File: src/rtl/core/rls_pkg.sv
// Shared types and constants for the replicated log store.
// No dependencies; every other file of the block imports this package.
package rls_pkg;

  localparam int DEPTH_DEF = 64;
  localparam int IDX_W     = 32;
  localparam int ACT_W     = 3;
  localparam int ST_W      = 3;

  typedef enum logic [ACT_W-1:0] {
    ACT_APPEND   = 3'd0,
    ACT_MATCH    = 3'd1,
    ACT_TRUNCATE = 3'd2,
    ACT_COMPACT  = 3'd3,
    ACT_SET_BASE = 3'd4,
    ACT_STREAM   = 3'd5,
    ACT_TERM_AT  = 3'd6
  } action_t;

  typedef enum logic [ST_W-1:0] {
    ST_OK          = 3'd0,
    ST_ZERO_INDEX  = 3'd1,
    ST_NOT_CONTIG  = 3'd2,
    ST_FULL        = 3'd3,
    ST_ABSENT      = 3'd4
  } status_t;

  // controller -> datapath
  typedef struct packed {
    logic load;        // latch the accepted item
    logic exec;        // carry out the action's first step
    logic app_commit;  // append: contiguity/full check and write
    logic resp_load;   // load the single result into the output register
    logic strm_emit;   // load one streamed entry, fetch the next
  } rls_cmd_t;

  // datapath -> controller
  typedef struct packed {
    logic [ACT_W-1:0] act;
    logic             app_zero;    // append of index 0
    logic             strm_none;   // stream has nothing to return
    logic             strm_final;  // current stream entry is the last
    logic             out_free;    // output register can take a result
  } rls_stat_t;

endpackage

File: src/rtl/core/rls_ctrl.sv
// Sequencer of the replicated log store: walks each item through
// execute, append commit, response or entry streaming. Depends on rls_pkg.
module rls_ctrl (
  input  logic               clk,
  input  logic               rst_n,
  input  logic               in_valid,
  output logic               in_ready,
  input  rls_pkg::rls_stat_t stat,
  output rls_pkg::rls_cmd_t  cmd
);
  import rls_pkg::*;

  typedef enum logic [2:0] {
    S_IDLE,
    S_EXEC,
    S_APPEND,
    S_RESP,
    S_STREAM
  } state_t;

  state_t state_r, state_nxt;

  always_ff @(posedge clk) begin
    if (!rst_n) state_r <= S_IDLE;
    else        state_r <= state_nxt;
  end

  always_comb begin
    cmd       = '0;
    in_ready  = 1'b0;
    state_nxt = state_r;
    unique case (state_r)
      S_IDLE: begin
        in_ready = 1'b1;
        if (in_valid) begin
          cmd.load  = 1'b1;
          state_nxt = S_EXEC;
        end
      end
      S_EXEC: begin
        cmd.exec = 1'b1;
        if (stat.act == ACT_APPEND && !stat.app_zero)     state_nxt = S_APPEND;
        else if (stat.act == ACT_STREAM && !stat.strm_none) state_nxt = S_STREAM;
        else                                              state_nxt = S_RESP;
      end
      S_APPEND: begin
        cmd.app_commit = 1'b1;
        state_nxt      = S_RESP;
      end
      S_RESP: begin
        if (stat.out_free) begin
          cmd.resp_load = 1'b1;
          state_nxt     = S_IDLE;
        end
      end
      S_STREAM: begin
        if (stat.out_free) begin
          cmd.strm_emit = 1'b1;
          if (stat.strm_final) state_nxt = S_IDLE;
        end
      end
      default: state_nxt = S_IDLE;
    endcase
  end

endmodule

File: config.mk
export PLATFORM = sky130hd
export DESIGN_NAME = rls_ctrl
export DESIGN_NICKNAME = d
export VERILOG_FILES = /design/src/rtl/core/rls_pkg.sv /design/src/rtl/core/rls_ctrl.sv
export SDC_FILE = /design/constraint.sdc
export NUM_CORES = 1
export LEC_CHECK = 0
export ABC_AREA = 0
export BUFFER_PORTS_ARGS = -buffer_cell sky130_fd_sc_hd__buf_4
export CAP_MARGIN = 10
export CORE_AREA = 2 2 39 41
export DETAILED_ROUTE_END_ITERATION = 12
export DIE_AREA = 0 0 41 43
export MAX_ROUTING_LAYER = met4
export SYNTH_ARGS = -nofsm -noshare
export SYNTH_HDL_FRONTEND = slang
export SYNTH_SLANG_ARGS = --single-unit
export TNS_END_PERCENT = 5
File: constraint.sdc
create_clock -name clk -period 1.3 [get_ports clk]
set_input_delay 0.065 -clock clk [delete_from_list [all_inputs] [get_ports clk]]
set_output_delay 0.065 -clock clk [all_outputs]
set_load 0.1 [all_outputs]
# == Yosys cells after proc, flatten, opt, wreduce, memory -nomap -nowiden ==
# Index checks and enable logic that the tools add are counted.
# classes
n_eq_ne,9
reduce_logical,7
muxes,15
# op_table
op,count
3-bit 2-to-1 mux,6
3-bit one-hot mux with 5 select lines,1
1-bit 2-to-1 mux,8
"2-bit inequality test, second input constant",4
"3-bit by 2-bit == test with 1-bit output, second input constant",2
"3-bit == test, second input constant",2
3-bit zero test,2
4-bit AND reduction,1
"3-bit by 1-bit == test with 1-bit output, second input constant",1
1-bit logical AND,2
1-bit zero test,2
# word_totals
ff_bits,3
out_inout_bits,6

# == Depth between registers and ports, before layout ==
# logic_depth
ltp_word,5
depth_mapped,4

# == Worst setup path before layout ==
# Ideal clock, no wire load.
# synth_timing
path_kind,register to output
start,reg state_r[0]
end,out cmd[4] (netlist name)
setup_slack_ns,-2.277
t_required_ns,1.235
path_stages_with_launch,4
arrival_time_ns,3.512
cell_sequence,dfxtp_1 -> buf_4 -> nor3_1 -> and2_1
# synth_rtl
element,line,rtl
start: declaration,rls_ctrl.sv:21,"state_t state_r, state_nxt;"
start signal: assignment,rls_ctrl.sv:25,else state_r <= state_nxt;
end: declaration,rls_ctrl.sv:9,output rls_pkg::rls_cmd_t cmd

==> flow_summary.json <==
{
  "final_cell_mix": "10 x buf_4, 5 x buf_6, 3 x clkbuf_4, 3 x dfxtp_4",
  "p_clk_frac": 0.270,
  "postRouteAntennaNets": 0,
  "fin_skew_ps": 0.705,
  "top_register": "state_r",
  "grt_pass1_vias": 253,
  "nets": 57,
  "yosysUniqueCellTypes": 22,
  "fmax_mhz": 805,
  "power.internal_mw": 0.322,
  "first_iter_violations": 2,
  "rsz0062_at_grt": "false",
  "fin_ws_ps": 57.8,
  "syn_nets": 39,
  "r2r_start": "state_r[0]",
  "hold_class": "primary input to register",
  "r2r_end": "state_r[0]",
  "core-area_um2": 1380,
  "max-vdd-ir-drop_v": 0.000599,
  "cp_top_family": "flip-flops",
  "grt_util_all_layers": 0.0915,
  "synth_seq_area_share": 0.259,
  "io_pins": 16,
  "cts_tree": "done",
  "viasPerCell": 4.40,
  "pwr-share-seq": 0.222,
  "required_ps": 1240,
  "p_leak_nw": 0.180,
  "drive_gt1_frac": 0.587,
  "grt_max_degree": 12,
  "clkTransAtPathRegs_ps": 40,
  "ys_ff_latch": 3,
  "n_fill_cell": 162,
  "critPathLaunch": "state_r[1]",
  "largest_reg_flops": 3,
  "num_vias": 273,
  "io_buffers": 15,
  "status": "complete, no violations",
  "h-tree-depth": 1,
  "grt_first_pass_wirelength_mm": 1.05,
  "start_kind": "register",
  "pwr-share-comb": 0.508,
  "netlist_area_um2": 231,
  "route.detailed.wl_per_inst_um": 9.77,
  "power.switching_mw": 0.291,
  "maxCapViolCount": 0,
  "post-route-period-util": 0.956,
  "tightest_slew_ps": 278,
  "antenna_found_initial": 0,
  "yosysWarnings": 0,
  "reg_top3": "state_r x3",
  "cts-buffers-inserted": 3,
  "drc": 0,
  "crit_path_end_kind": "output port",
  "synthCells": 29,
  "cp_slowest_cell": "dfxtp_4",
  "antenna_cells": 0,
  "layout.cells.non_filler": 62,
  "power_density_nw_per_um2": 1400,
  "dieWidth_um": 41,
  "initial_utilization": 0.167,
  "die_area_um2": 1760,
  "hold_viol": 0,
  "drt_pass1_iterations": 2,
  "clockBufferDepth": 2,
  "hpwl_um": 468,
  "layout_min_cycle_time_ps": 1240,
  "fp.dieH_um": 43,
  "crit_arrival_ps": 1180,
  "cts.sinks": 3,
  "r2r_setup_slack_ps": 290,
  "post-place-ws_ps": 63.5,
  "critical_path_class": "register to output port",
  "crit_path_end": "cmd[4]",
  "critPathBufInv": 1,
  "num_rows": 14,
  "crit_chain": "nor3_4 > and2_4 > buf_6",
  "r2r_cells": 3,
  "cp_num_cells": 3,
  "swShare": 0.475,
  "post-place-cells": 58,
  "place.gp.congestion": 0.775,
  "drv_slew": 0,
  "clock_latency_ps": 240,
  "overflow": 0,
  "setup_violations": 0,
  "cp_max_fo": 9,
  "worst_path_largest_cell_delay_ps": 380,
  "final_common_cell": "buf_4",
  "slew_headroom": 0.816,
  "clock-root-buffer": "clkbuf_4",
  "syn_to_final_growth_pct": 89.2,
  "postSynthAreaPerCell_um2": 7.98,
  "wirelength_um": 606
}
how the worst min path moves through the flow:
stage / startpoint / end / slack (ps) / cells after the start
CTS: rst_n / state_r[2] / 80 / 2
global route: rst_n / state_r[2] / 90 / 2
global placement: rst_n / state_r[2] / 330 / 2
finish: rst_n / state_r[2] / 100 / 2
detailed placement: rst_n / state_r[2] / 330 / 2
floorplan: rst_n / state_r[0] / 210 / 2
power by group through the flow:
stage          sequential, mW  combinational, mW  clock [mW]
2_1_floorplan           0.109              0.279           0
3_3_place_gp            0.136              0.300           0
3_5_place_dp            0.137              0.300           0
4_1_cts                 0.137              0.313       0.170
5_1_grt                 0.141              0.328       0.179
6_report                0.136              0.311       0.166
area by class of cell:
class	instances	area, um^2	share of cell area
Timing Repair Buffer	15	131	0.300
Multi-Input combinational cell	24	189	0.431
Sequential cell	3	71.3	0.163
Tap cell	16	20.0	0.0457
Clock buffer	4	26.3	0.0600
per-layer routing:
metal	wire [um]	vias to the layer above	track usage
li1	-	141	-
met3	46	2	0.0157
met5	0	-	-
met2	277	13	0.106
met4	19	0	0.0800
met1	263	117	0.128
Yosys cell counts:
cell	number	area, um^2
dfxtp_1	3	60.1
nand2_1	2	7.51
nand2b_1	2	12.5
nand3_1	2	10.0
nor2_1	2	7.51
nor3_1	2	10.0
a21bo_1	1	10.0
a21oi_1	1	5.00
a22oi_1	1	7.51
and2_1	1	6.26
and3b_1	1	8.76
buf_2	1	5.00
buf_4	1	7.51
nand4b_1	1	8.76
nand4bb_1	1	11.3
nor2b_1	1	6.26
nor3b_1	1	7.51
nor3b_2	1	12.5
o21a_1	1	7.51
o22ai_1	1	6.26
or3_1	1	6.26
or4_1	1	7.51
cells by family (layout without fill, tap and decap cells):
group	after synthesis	in the layout	synth area share
simple gates	19	19	0.530
buf+inv	2	19	0.0540
compound gates	5	5	0.157
flops	3	3	0.259
stage by stage:
stage	power (mW)	utilization	setup TNS, ps	hold WS [ps]	instance area (um^2)
after floorplan	0.388	-	-1790	211	272
after global placement	0.436	0.276	0	330	382
after detailed placement	0.436	0.276	0	330	382
after CTS	0.621	0.308	0	84.6	427
after global routing	0.648	0.316	0	94.3	438
final	0.613	0.316	0	95.8	438
worst reg2reg max path: stages (launching register included):
cell      delay (ps)
dfxtp_4          380
or3_1            370
nand4b_1         100
a21oi_1           50
timing repair:
item                       in CTS  in global routing
setup buffers                   0                  0
setup endpoints to repair       5                  5
hold buffers                    0                  0
gates resized for setup         7                  4
Note: power is estimated with default switching activity, not from simulation.
